## src/sv/f48_pkg.sv

```systemverilog
`timescale 1ns / 1ps
// ----------------------------------------------------------------------------
// f48_pkg: shared types and constants for the 48-bit float unit
// Operation codes, controller states and the command and status structs.
// ----------------------------------------------------------------------------
package f48_pkg;

    localparam int unsigned ExpBias = 16384;

    typedef enum logic [1:0] {
        OP_ADD = 2'd0,
        OP_SUB = 2'd1,
        OP_MUL = 2'd2,
        OP_DIV = 2'd3
    } t_op;

    typedef enum logic [2:0] {
        ST_IDLE,
        ST_LOAD,
        ST_ADD,
        ST_NORM,
        ST_MUL,
        ST_DIV,
        ST_DIVFIN,
        ST_OUT
    } t_state;

    // Commands from the controller to the datapath.
    typedef struct packed {
        logic load;
        logic add_step;
        logic norm_step;
        logic mul_step;
        logic div_step;
        logic div_fin;
    } t_cmd;

    // Status from the datapath to the controller.
    typedef struct packed {
        logic norm_done;
        logic div_last;
    } t_status;

endpackage

```

## src/sv/f48_ctrl.sv

```systemverilog
`timescale 1ns / 1ps
// ----------------------------------------------------------------------------
// f48_ctrl: sequencer for the 48-bit float unit
// Steps one request through load, the operation and the output register.
// ----------------------------------------------------------------------------
module f48_ctrl
    import f48_pkg::*;
(
    input  logic    i_clk,
    input  logic    i_rst_n,
    input  logic    i_in_valid,
    input  t_op     i_op,
    input  logic    i_out_ready,
    input  t_status i_status,
    output logic    o_in_ready,
    output logic    o_out_valid,
    output t_cmd    o_cmd
);

    t_state r_state, n_state;

    always_ff @(posedge i_clk) begin
        if (!i_rst_n) begin
            r_state <= ST_IDLE;
        end else begin
            r_state <= n_state;
        end
    end

    always_comb begin
        n_state     = r_state;
        o_cmd       = '0;
        o_in_ready  = 1'b0;
        o_out_valid = 1'b0;
        unique case (r_state)
            ST_IDLE: begin
                o_in_ready = 1'b1;
                if (i_in_valid) begin
                    o_cmd.load = 1'b1;
                    unique case (i_op)
                        OP_MUL:  n_state = ST_MUL;
                        OP_DIV:  n_state = ST_DIV;
                        default: n_state = ST_ADD;
                    endcase
                end
            end
            ST_ADD: begin
                o_cmd.add_step = 1'b1;
                n_state = ST_NORM;
            end
            ST_NORM: begin
                o_cmd.norm_step = 1'b1;
                if (i_status.norm_done) begin
                    n_state = ST_OUT;
                end
            end
            ST_MUL: begin
                o_cmd.mul_step = 1'b1;
                n_state = ST_LOAD;
            end
            ST_LOAD: begin
                n_state = ST_OUT;
            end
            ST_DIV: begin
                o_cmd.div_step = 1'b1;
                if (i_status.div_last) begin
                    n_state = ST_DIVFIN;
                end
            end
            ST_DIVFIN: begin
                o_cmd.div_fin = 1'b1;
                n_state = ST_OUT;
            end
            ST_OUT: begin
                o_out_valid = 1'b1;
                if (i_out_ready) begin
                    n_state = ST_IDLE;
                end
            end
            default: n_state = ST_IDLE;
        endcase
    end

    a_one_step: assert property (@(posedge i_clk) disable iff (!i_rst_n)
        $countones({o_cmd.load, o_cmd.add_step, o_cmd.norm_step, o_cmd.mul_step,
                    o_cmd.div_step, o_cmd.div_fin}) <= 1)
        else $error("more than one datapath command");
    a_fin_out: assert property (@(posedge i_clk) disable iff (!i_rst_n)
        o_cmd.div_fin |=> o_out_valid)
        else $error("divide finish not followed by result");
    a_ready_out: assert property (@(posedge i_clk) disable iff (!i_rst_n)
        !(o_in_ready && o_out_valid))
        else $error("ready while result pending");

endmodule

```

## src/sv/f48_dp.sv

```systemverilog
`timescale 1ns / 1ps
// ----------------------------------------------------------------------------
// f48_dp: datapath for the 48-bit float unit
// Operand registers, aligner, adder, one-bit normalizer, multiplier and a
// radix-2 restoring divider.
// ----------------------------------------------------------------------------
module f48_dp
    import f48_pkg::*;
(
    input  logic        i_clk,
    input  t_cmd        i_cmd,
    input  logic [1:0]  i_op,
    input  logic [15:0] i_a0,
    input  logic [15:0] i_a1,
    input  logic [15:0] i_a2,
    input  logic [15:0] i_b0,
    input  logic [15:0] i_b1,
    input  logic [15:0] i_b2,
    output t_status     o_status,
    output logic [15:0] o_w0,
    output logic [15:0] o_w1,
    output logic [15:0] o_w2,
    output logic        o_dbz
);

    logic        r_sa, r_sb, r_zero, r_sign;
    logic [14:0] r_ea, r_eb;
    logic [31:0] r_ma, r_mb, r_m;
    logic [17:0] r_e;                      // signed unbiased exponent
    logic [63:0] r_prod;
    logic [32:0] r_rem;
    logic [33:0] r_q;
    logic        r_hi;                     // a quotient bit fell off the top
    logic [5:0]  r_cnt;
    logic        r_nz;                     // dividend nonzero
    logic        r_nonorm;                 // result is final without shifting

    // Add / subtract alignment.
    logic        a_big, opp;
    logic [14:0] ediff;
    logic [31:0] mp, mq, mqs, lost, sp, sq;
    logic [32:0] sum;
    logic        stk, sgp, sgq;
    logic [17:0] ep;

    always_comb begin
        a_big = (r_ea >= r_eb);
        opp   = r_sa ^ r_sb;
        ediff = a_big ? (r_ea - r_eb) : (r_eb - r_ea);
        mp    = a_big ? r_ma : r_mb;
        mq    = a_big ? r_mb : r_ma;
        sgp   = a_big ? r_sa : r_sb;
        sgq   = a_big ? r_sb : r_sa;
        ep    = {3'b000, (a_big ? r_ea : r_eb)} - 18'(ExpBias);
        mqs   = (ediff > 15'd31) ? 32'd0 : (mq >> ediff[4:0]);
        lost  = (ediff > 15'd31) ? 32'd0 : (mq & ((32'd1 << ediff[4:0]) - 32'd1));
        stk   = |lost;
        sp    = mp;
        sq    = mqs;
        if (opp && (mqs > mp)) begin
            sp = mqs;
            sq = mp;
        end
        sum = opp ? ({1'b0, sp} - {1'b0, sq}) : ({1'b0, sp} + {1'b0, sq});
    end

    logic [33:0] dtry;
    logic [31:0] wexp;
    assign dtry = {r_rem, r_ma[31]} - {2'b00, r_mb};

    always_ff @(posedge i_clk) begin
        if (i_cmd.load) begin
            r_sa   <= i_a0[15];
            r_sb   <= i_b0[15] ^ (i_op == OP_SUB);
            r_ea   <= i_a0[14:0];
            r_eb   <= i_b0[14:0];
            r_ma   <= {i_a1, i_a2};
            r_mb   <= {i_b1, i_b2};
            r_zero <= 1'b0;
            r_rem  <= '0;
            r_q    <= '0;
            r_hi   <= 1'b0;
            r_nz   <= |{i_a1, i_a2};
            r_cnt  <= '0;
        end
        if (i_cmd.add_step) begin
            r_e <= ep;
            if (ediff > 15'd31) begin
                r_m      <= mp;
                r_sign   <= sgp;
                r_nonorm <= 1'b1;
            end else if (!opp) begin
                r_sign   <= sgp;
                r_nonorm <= 1'b1;
                if (sum[32]) begin
                    r_m <= sum[32:1];
                    r_e <= ep + 18'd1;
                end else begin
                    r_m <= sum[31:0] | {31'd0, stk};
                end
            end else begin
                r_sign   <= (mqs > mp) ? sgq : sgp;
                r_nonorm <= 1'b0;
                r_m      <= sum[31:0] | {31'd0, stk};
                r_zero   <= ~|(sum[31:0] | {31'd0, stk});
            end
        end
        if (i_cmd.norm_step && !o_status.norm_done) begin
            r_m <= {r_m[30:0], 1'b0};
            r_e <= r_e - 18'd1;
        end
        if (i_cmd.mul_step) begin
            r_prod <= r_ma * r_mb;
            r_e    <= ({3'b000, r_ea} - 18'(ExpBias)) + ({3'b000, r_eb} - 18'(ExpBias));
            r_sign <= r_sa ^ r_sb;
        end
        // The dividend mantissa shifts out of the top of r_ma, which then
        // supplies the appended zeros once its bits are used up.
        if (i_cmd.div_step) begin
            r_cnt <= r_cnt + 6'd1;
            r_ma  <= {r_ma[30:0], 1'b0};
            r_hi  <= r_hi | r_q[33];
            if (!dtry[33]) begin
                r_rem <= dtry[32:0];
                r_q   <= {r_q[32:0], 1'b1};
            end else begin
                r_rem <= {r_rem[31:0], r_ma[31]};
                r_q   <= {r_q[32:0], 1'b0};
            end
        end
        if (i_cmd.div_fin) begin
            r_sign <= r_sa ^ r_sb;
        end
    end

    assign o_status.norm_done = r_zero || r_nonorm || r_m[31];
    assign o_status.div_last  = (r_cnt == 6'd63);

    // Multiply post-processing: one-bit normalize.
    logic [63:0] pm;
    logic [17:0] pe;
    always_comb begin
        pm = r_prod[63] ? r_prod : {r_prod[62:0], 1'b0};
        pe = r_prod[63] ? r_e : r_e - 18'd1;
    end

    // Divide post-processing. The low quotient bits live in r_q and r_hi
    // records any bit above them; a quotient above 32 bits shifts right once.
    logic [34:0] qr;
    logic [31:0] qm;
    logic [17:0] de;
    logic        ovf;
    always_comb begin
        qr  = {1'b0, r_q} + {34'd0, |r_rem};
        de  = ({3'b000, r_ea} - 18'(ExpBias)) - ({3'b000, r_eb} - 18'(ExpBias));
        ovf = r_hi || (|qr[34:32]);
        qm  = ovf ? qr[32:1] : qr[31:0];
        de  = ovf ? de + 18'd1 : de;
    end

    // Output register.
    logic [15:0] n_w0, n_w1, n_w2;
    logic        n_dbz;
    logic [15:0] r_w0, r_w1, r_w2;
    logic        r_od;
    assign wexp = 32'({{14{r_e[17]}}, r_e} + 32'(ExpBias));
    always_comb begin
        n_w0 = (wexp[15:0] | {r_sign, 15'd0});
        n_w1 = r_m[31:16];
        n_w2 = r_m[15:0];
        n_dbz = 1'b0;
        if (r_zero) begin
            n_w0 = '0; n_w1 = '0; n_w2 = '0;
        end
    end

    logic [31:0] mw, dw;
    assign mw = 32'({{14{pe[17]}}, pe} + 32'(ExpBias));
    assign dw = 32'({{14{de[17]}}, de} + 32'(ExpBias));

    // Marks the cycle after the product register is loaded.
    logic r_prod_pend;
    always_ff @(posedge i_clk) begin
        r_prod_pend <= i_cmd.mul_step;
    end

    always_ff @(posedge i_clk) begin
        if (i_cmd.norm_step && o_status.norm_done) begin
            r_w0 <= n_w0; r_w1 <= n_w1; r_w2 <= n_w2; r_od <= n_dbz;
        end
        if (i_cmd.mul_step) begin
            r_od <= 1'b0;
        end
        if (!i_cmd.mul_step && !i_cmd.load && r_prod_pend) begin
            if (pm == 64'd0 || $signed(pe) < $signed(-18'sd16383)) begin
                r_w0 <= '0; r_w1 <= '0; r_w2 <= '0;
            end else begin
                r_w0 <= mw[15:0] | {r_sign, 15'd0};
                r_w1 <= pm[63:48];
                r_w2 <= pm[47:32];
            end
        end
        if (i_cmd.div_fin) begin
            if (r_mb == 32'd0) begin
                r_w0 <= {r_sa, 15'h7FFF};
                r_w1 <= 16'hFFFF; r_w2 <= 16'hFFFF; r_od <= 1'b1;
            end else begin
                r_od <= 1'b0;
                if (!r_nz || $signed(de) < $signed(-18'sd16383)) begin
                    r_w0 <= '0; r_w1 <= '0; r_w2 <= '0;
                end else begin
                    r_w0 <= dw[15:0] | {r_sa ^ r_sb, 15'd0};
                    r_w1 <= qm[31:16]; r_w2 <= qm[15:0];
                end
            end
        end
    end

    assign o_w0  = r_w0;
    assign o_w1  = r_w1;
    assign o_w2  = r_w2;
    assign o_dbz = r_od;

    a_dbz_div: assert property (@(posedge i_clk)
        i_cmd.div_fin && (r_mb == 32'd0) |=> o_dbz)
        else $error("divide by zero flag missing");
    a_norm_top: assert property (@(posedge i_clk)
        i_cmd.norm_step && o_status.norm_done && !r_zero && !r_nonorm |-> r_m[31])
        else $error("normalizer left mantissa unnormalized");
    a_div_count: assert property (@(posedge i_clk)
        i_cmd.div_fin |-> (r_cnt == 6'd0))
        else $error("divide finished before all steps ran");

endmodule

```

## src/sv/float48_add_sub_mul_div_top.sv

```systemverilog
`timescale 1ns / 1ps
// ----------------------------------------------------------------------------
// float48_add_sub_mul_div_top: 48-bit float add, subtract, multiply, divide
// A sequencer drives a datapath holding operands, aligner, adder,
// normalizer, multiplier and a radix-2 divider.
// ----------------------------------------------------------------------------
//  Channel   Direction  Contents
//  s_axis    in         tuser = action, tdata = a_word0..b_word2
//  m_axis    out        tdata = res_word0..res_word2, tuser = divide_by_zero
//
// One request is taken at a time. Add and subtract pass through the left normalizer,
// which shifts one place per cycle. Multiply loads the product register and then
// the output register. Divide runs the 64 steps of the radix-2 divider.
// Reset returns the sequencer to idle; the result stays until taken.
module float48_add_sub_mul_div_top
    import f48_pkg::*;
(
    input  logic        i_clk,
    input  logic        i_rst_n,
    input  logic        s_axis_tvalid,
    output logic        s_axis_tready,
    input  logic [95:0] s_axis_tdata,   // a_word0, a_word1, a_word2, b_word0..b_word2
    input  logic [1:0]  s_axis_tuser,   // action
    output logic        m_axis_tvalid,
    input  logic        m_axis_tready,
    output logic [47:0] m_axis_tdata,   // res_word0, res_word1, res_word2
    output logic        m_axis_tuser    // divide_by_zero
);

    t_cmd    w_cmd;
    t_status w_status;

    f48_ctrl u_ctrl (
        .i_clk       (i_clk),
        .i_rst_n     (i_rst_n),
        .i_in_valid  (s_axis_tvalid),
        .i_op        (t_op'(s_axis_tuser)),
        .i_out_ready (m_axis_tready),
        .i_status    (w_status),
        .o_in_ready  (s_axis_tready),
        .o_out_valid (m_axis_tvalid),
        .o_cmd       (w_cmd)
    );

    f48_dp u_dp (
        .i_clk    (i_clk),
        .i_cmd    (w_cmd),
        .i_op     (s_axis_tuser),
        .i_a0     (s_axis_tdata[15:0]),
        .i_a1     (s_axis_tdata[31:16]),
        .i_a2     (s_axis_tdata[47:32]),
        .i_b0     (s_axis_tdata[63:48]),
        .i_b1     (s_axis_tdata[79:64]),
        .i_b2     (s_axis_tdata[95:80]),
        .o_status (w_status),
        .o_w0     (m_axis_tdata[15:0]),
        .o_w1     (m_axis_tdata[31:16]),
        .o_w2     (m_axis_tdata[47:32]),
        .o_dbz    (m_axis_tuser)
    );

endmodule

```

## config.mk

```make
export PLATFORM = sky130hd
export DESIGN_NAME = float48_add_sub_mul_div_top
export DESIGN_NICKNAME = d
export VERILOG_FILES = /design/src/sv/f48_pkg.sv /design/src/sv/f48_ctrl.sv /design/src/sv/f48_dp.sv /design/src/sv/float48_add_sub_mul_div_top.sv
export SDC_FILE = /design/constraint.sdc
export NUM_CORES = 2
export LEC_CHECK = 0
export BUFFER_PORTS_ARGS = -buffer_cell sky130_fd_sc_hd__clkbuf_2
export CAP_MARGIN = 0
export CORE_MARGIN = 4
export CORE_UTILIZATION = 55
export DETAILED_ROUTE_END_ITERATION = 6
export GPL_TIMING_DRIVEN = 0
export PLACE_DENSITY_LB_ADDON = 0.1
export SLEW_MARGIN = 25
export SYNTH_ARGS = -nofsm -noshare
export SYNTH_HDL_FRONTEND = slang
export SYNTH_SLANG_ARGS = --single-unit
export TNS_END_PERCENT = 100
```

## constraint.sdc

```tcl
create_clock -name i_clk -period 13.6 [get_ports i_clk]
set_input_delay 1.36 -clock i_clk [delete_from_list [all_inputs] [get_ports i_clk]]
set_output_delay 1.36 -clock i_clk [all_outputs]
set_load 0.02 [all_outputs]
```

# Word level (Yosys, flattened, before mapping)
# Index checks and enable logic that the tools add are counted.
[word_totals] regBits=341 in_bits=102 out_inout_bits=51 elab_cells=195
[op_classes] n_addsub=19 n_mul=1 order_cmp=5 eq_ne=15 n_shift=2 muxes=89 bitwise=8 reduce_logical=31
[op_table] op="two-way mux 32 bit" count=14
[op_table] op="two-way mux 16 bit" count=21
[op_table] op="two-way mux 18 bit" count=8
[op_table] op="two-way mux 33 bit" count=4
[op_table] op="OR reduction 32 bit" count=3
[op_table] op="two-way mux 34 bit" count=2
[op_table] op="zero test 64 bit" count=1
[op_table] op="multiplier 32 x 32 -> 64 bit" count=1
[op_table] op="two-way mux 64 bit" count=1
[op_table] op="adder 16 bit (second input constant)" count=3
[op_table] op="bitwise OR 16 bit" count=3
[op_table] op="subtractor 15 x 15 -> 16 bit (second input constant)" count=3
[op_table] op="adder 18 x 1 -> 18 bit (second input constant)" count=2
[op_table] op="less-than comparator 18 x 15 -> 1 bit (second input constant)" count=2
[op_table] op="adder 34 x 1 -> 35 bit" count=1
[op_table] op="subtractor 34 x 32 -> 34 bit" count=1
[op_table] op="adder 32 x 32 -> 33 bit" count=1
[op_table] op="OR reduction 33 bit" count=1
[op_table] op="subtractor 32 x 32 -> 33 bit" count=1
[op_table] op="AND 32 bit" count=1
[op_table] op="greater-than comparator 32 bit" count=1
[op_table] op="zero test 32 bit" count=1
[op_table] op="bitwise OR 32 x 1 -> 32 bit" count=1
[op_table] op="left shift 1 x 5 -> 32 bit (first input constant)" count=1
[op_table] op="34 further kinds" count=92

# Logic depth before layout (Yosys ltp)
[logic_depth] word_depth=15 mapped_depth=60 mapped_depth_nobuf=50

# Modules after synthesis
# A second synthesis with hierarchy kept.
[hier_totals] hier_cells=7051 area_unflattened_um2=62256.0
[modules_own_cells] mod="f48_dp" n_inst=1 cells_per_inst=7018 area_per_inst_um2=62010.7 seq_area_each_um2=10109.7
[modules_own_cells] mod="f48_ctrl" n_inst=1 cells_per_inst=33 area_per_inst_um2=245.2 seq_area_each_um2=60.1

# Least setup slack after synthesis
# No wires, ideal clock.
[synth_path] path_kind="register -> register" startpoint="register u_dp.r_eb[5]" endpoint="register u_dp.r_e[12], data pin" setup_ps=270 t_arrival_ps=11605 t_required_ps=13330 setup_slack_ps=1725 stages_incl_launch_ff=55 path_buffers=11 period_less_slack_ps=11875 path_cell_list="edfxtp_1 inv_1 ha_1 buf_2 a21oi_2 a21oi_1 a211oi_4 a21oi_4 nor2_4 buf_6 buf_4 buf_4 mux2_2 mux4_2 nand2_1 and3_1 ha_1 a21o_1 [... 19 more ...] ha_1 a211oi_1 nor2_1 o41a_1 o2111ai_1 and3_1 nor2_1 a211o_1 nand3_1 a31oi_1 o21ai_0 nor2b_1 nand4_1 or3_4 a31oi_4 or4b_1 xnor2_1 a21oi_1"
[synth_between] elab_chain_len=15 elab_cells_between_ends=27 classes_between="add/sub: 8; order compare: 3; shift: 1; mux: 14; reduce/logical: 1"
[synth_rtl] item="from (decl)" line_no="f48_dp.sv:27" text="logic [14:0] r_ea, r_eb;"
[synth_rtl] item="from (signal assigned)" line_no="f48_dp.sv:76" text="r_eb <= i_b0[14:0];"
[synth_rtl] item="subtractor 15 bit or greater-or-equal comparator 15 bit (tied branches)" line_no="f48_dp.sv:49, f48_dp.sv:47"
[synth_rtl] item="two-way mux 15 bit or two-way mux 32 bit (tied branches)" line_no="f48_dp.sv:49, f48_dp.sv:51"
[synth_rtl] item="greater-than comparator 15 x 5 -> 1 bit or right shift 32 x 5 -> 32 bit (tied branches)" line_no="f48_dp.sv:55, f48_dp.sv:88"
[synth_rtl] item="two-way mux 32 bit" line_no="f48_dp.sv:55" text="mqs = (ediff > 15'd31) ? 32'd0 : (mq >> ediff[4:0]);"
[synth_rtl] item="greater-than comparator 32 bit" line_no="f48_dp.sv:60" text="if (opp && (mqs > mp)) begin"
[synth_rtl] item="logical AND 1 bit" line_no="f48_dp.sv:60"
[synth_rtl] item="two-way mux 32 bit" line_no="f48_dp.sv:60"
[synth_rtl] item="adder 32 x 32 -> 33 bit or subtractor 32 x 32 -> 33 bit (tied branches)" line_no="f48_dp.sv:64" text="sum = opp ? ({1'b0, sp} - {1'b0, sq}) : ({1'b0, sp} + {1'b0, sq});"
[synth_rtl] item="two-way mux 33 bit" line_no="f48_dp.sv:64"
[synth_rtl] item="two-way mux 18 bit" line_no="f48_dp.sv:95" text="if (sum[32]) begin"
[synth_rtl] item="two-way mux 18 bit" line_no="f48_dp.sv:92" text="end else if (!opp) begin"
[synth_rtl] item="two-way mux 18 bit" line_no="f48_dp.sv:88" text="if (ediff > 15'd31) begin"
[synth_rtl] item="two-way mux 18 bit" line_no="f48_dp.sv:86" text="if (i_cmd.add_step) begin"
[synth_rtl] item="two-way mux 18 bit" line_no="f48_dp.sv:108" text="if (i_cmd.norm_step && !o_status.norm_done) begin"
[synth_rtl] item="two-way mux 18 bit *" line_no="f48_dp.sv:112" text="if (i_cmd.mul_step) begin"
[synth_rtl] item="to (signal assigned)" line_no="f48_dp.sv:87" text="r_e <= ep;"
[synth_rtl] item="to (signal assigned)" line_no="f48_dp.sv:110" text="r_e <= r_e - 18'd1;"
[synth_rtl] item="to (signal assigned)" line_no="f48_dp.sv:114" text="r_e <= ({3'b000, r_ea} - 18'(ExpBias)) + ({3'b000, r_eb} - 18'(ExpBias));"
[synth_rtl] item="to (decl)" line_no="f48_dp.sv:29" text="logic [17:0] r_e;"
# Mark *: on every way between the ends. The rest lies on a longest branch, timed or not. The select of a mux whose other input is x is not followed.
# A chain may end at the register's enable or synchronous reset.

# Worst setup path in the final report
# Same ends and word-level chain as after synthesis.

==> impl_metrics.tcl <==
set metrics [dict create \
    yosysSeqAreaShare_pct 16.5 \
    nFillCells 10100 \
    crit_end "u_dp.r_e[12]" \
    track_usage_pct 44.1 \
    worstPathRequired_ps 13990 \
    grt_pass1_wl_um 374000 \
    yosysWarnings 0 \
    worstMarginPinSlew_ps 1320 \
    port_buffers 152 \
    failed_checks "DRC" \
    cp_max_fo 37 \
    hpwl_um 208000 \
    synth_top_area_share_pct 29.3 \
    synth.most_common_cell "inv_1" \
    synthFlopType "edfxtp_1" \
    max_stage_delay_ps 530 \
    cpMostUsedCell "ha_1" \
    avgRoutedWirePerCell_um 29.4 \
    start_util_pct 55.5 \
    cts_tree "done" \
    cpMaxStageDelayCell "mux4_2" \
    grt_antenna_before_repair 30 \
    setup_viol 0 \
    place_inst 8709 \
    netlist_area_um2 61600 \
    synth_common_cells "inv_1 (1145), nand2_1 (1098), fa_1 (901)" \
    io_pins 153 \
    grt_start_max_net_pins 66 \
    status "finished, violations left" \
    fin_ws_ps 638 \
    post_drt_via_cell_ratio 6.34 \
    cts-root-buf "clkbuf_16" \
    final_max_slew_viol_count 0 \
    cts_buffers 43 \
    fin_crit_sh_pct 95.3 \
    synthCells 7053 \
    final_antenna_net_count 0 \
    start_kind "flop" \
    rr_startpoint "u_dp.r_eb[5]" \
    synth-edff-count 334 \
    ys_ff_latch 341 \
    vias 55900 \
    yosys.area.top_type "fa_1" \
    grt_pass1_vias 55300 \
    avgSynthCellArea_um2 8.74 \
    clkSlewWorstSetupHoldPaths_ps 60 \
    multi_input_area_um2 45400 \
    post-place-ws_ps -2420 \
    r2r-end "u_dp.r_e[12]" \
    final_cell_count_no_fill 8809 \
    place.gp.congestion 1.10 \
    max_freq_mhz 77.2 \
    maxCapViolations 0 \
    hold_path_class "reg -> reg" \
    firstDrtPassIters 7 \
    ys_types 104 \
    dieArea_um2 117000 \
    critPathCaptureType "flop" \
    synth_nets 8481 \
    clk_latency_ps 680 \
    hold_violations 0 \
    cts.path.max_buffers 3 \
    drive_gt1_share_pct 6.84 \
    htree_levels 2 \
    row_count 122 \
    area_growth_pct 7.58 \
    fp.dieH_um 343 \
    totalWireLength_um 259000 \
    fin_worst_skew_ps 49.1 \
    die_w_um 343 \
    cts.sinks 341 \
    reg2reg_depth 52 \
    synth.area.top_cells "fa_1 (29%), edfxtp_1 (16%), ha_1 (8.6%)" \
    regToRegSetupSlack_ps 640 \
    grt_overflow_total 0 \
    period_needed_ps 12960 \
    rsz0062_at_grt "false" \
    nNetsFinal 8696 \
    maxSlewHeadroom_pct 11.8 \
    regArea_um2 10200 \
    arrival_ps 13350 \
    worstSetupStartpoint "u_dp.r_eb[5]" \
    core_region_area_um2 111000 \
    drc 1 \
    crit_type "reg -> reg" \
    hold_buffers 0 \
    drt_iter0_markers 6288 \
    synthArstFlopShare_pct 0 \
]
worst max-delay path, delay by kind of cell (launching register included):
family	cells	cell delay [ps]
compound gates	19	4320
buf+inv	12	2540
simple gates	13	2890
mux	2	950
fa+ha+maj	4	1060
flops	1	450
xor+xnor	2	390
metal layers:
layer / track usage, % / wire (µm) / share of wire (%) / up-vias
met5: 0 / 106 / 0.041 / -
met4: 34.2 / 25500 / 9.8 / 14
met3: 13.3 / 30500 / 12 / 1094
met2: 66.8 / 112000 / 43 / 3731
met1: 52.6 / 91000 / 35 / 27600
li1: - / - / - / 23400
layout by cell type, fill, tap and decap left out, types with 54 or more instances in the layout:
cell type     n
inv_1      1145
nand2_1    1096
fa_1        901
ha_1        425
nor2_1      391
a21oi_1     349
edfxtp_1    334
clkbuf_1    325
and2_1      245
clkbuf_2    206
o21ai_0     169
xnor2_1     168
mux2i_1     134
nand3_1      88
xor2_1       75
a21o_1       72
nor3_1       60
o22ai_1      54
a221oi_1     54
worst min path at each step:
stage / endpoint / startpoint / cells after the start / slack (ps)
after floorplan: u_dp.r_zero / u_dp.r_zero / 1 / 490
after global placement: u_dp.r_m[23] / u_dp.r_m[22] / 2 / 570
after detailed placement: u_dp.r_m[23] / u_dp.r_m[22] / 2 / 560
after CTS: u_dp.r_m[23] / u_dp.r_m[22] / 2 / 570
after global routing: u_dp.r_m[23] / u_dp.r_m[22] / 2 / 590
final: u_dp.r_m[23] / u_dp.r_m[22] / 2 / 570
what timing repair did:
item | CTS | global route
gates resized for setup | 20 | 31
pin swaps | 1 | 2
endpoints found under the setup margin | 51 | 51
buffers inserted | 2 | 2
hold endpoints to repair | 0 | 0
area by class of cell:
class,instances,area share [%]
tap,1488,2.81
timing repair buffer,173,1.64
antenna,22,0.0830
sequential,341,15.3
clock buffer,49,1.66
clock inverter,27,0.462
multi-input combinational,5093,68.5
inverter,1149,6.51
buffer,467,2.97
cell families after synthesis:
| group | after synthesis | share of synthesized area (%) |
|---|---|---|
| AND/OR/NAND/NOR | 2205 | 16.3 |
| buffers and inverters | 1619 | 10.1 |
| adder cells (fa/ha/maj) | 1327 | 37.9 |
| AO/OA/AOI/OAI | 1110 | 11.9 |
| flip-flops | 341 | 16.5 |
| XOR/XNOR | 246 | 3.50 |
| multiplexers | 205 | 3.87 |
metrics by stage:
step                utilization, %  TNS, ps  hold slack, ps  area, µm²
floorplan                        -        0             491      61600
global placement              57.9  -134830             571      64300
detailed placement            58.2  -115080             563      64600
CTS                           59.6        0             573      66100
global route                  59.7        0             592      66300
finish                        59.8        0             571      66300
state kept, by name, indices dropped and copies added, names as in the netlist, 3 cells and up:
register and cells:
u_dp.r_prod 64, u_dp.r_q 34, u_dp.r_mb 32, u_dp.r_cnt 6, u_dp.r_eb 15, u_ctrl.r_state 3, u_dp.o_w2 16, u_dp.r_e 18
u_dp.o_w0 16, u_dp.r_ea 15, u_dp.o_w1 16, u_dp.r_m 32, u_dp.r_rem 33, u_dp.r_ma 32
Power is left out: the tool's default activity adds up to more than one toggle a clock period on the data nets, which glitch-free logic cannot reach.
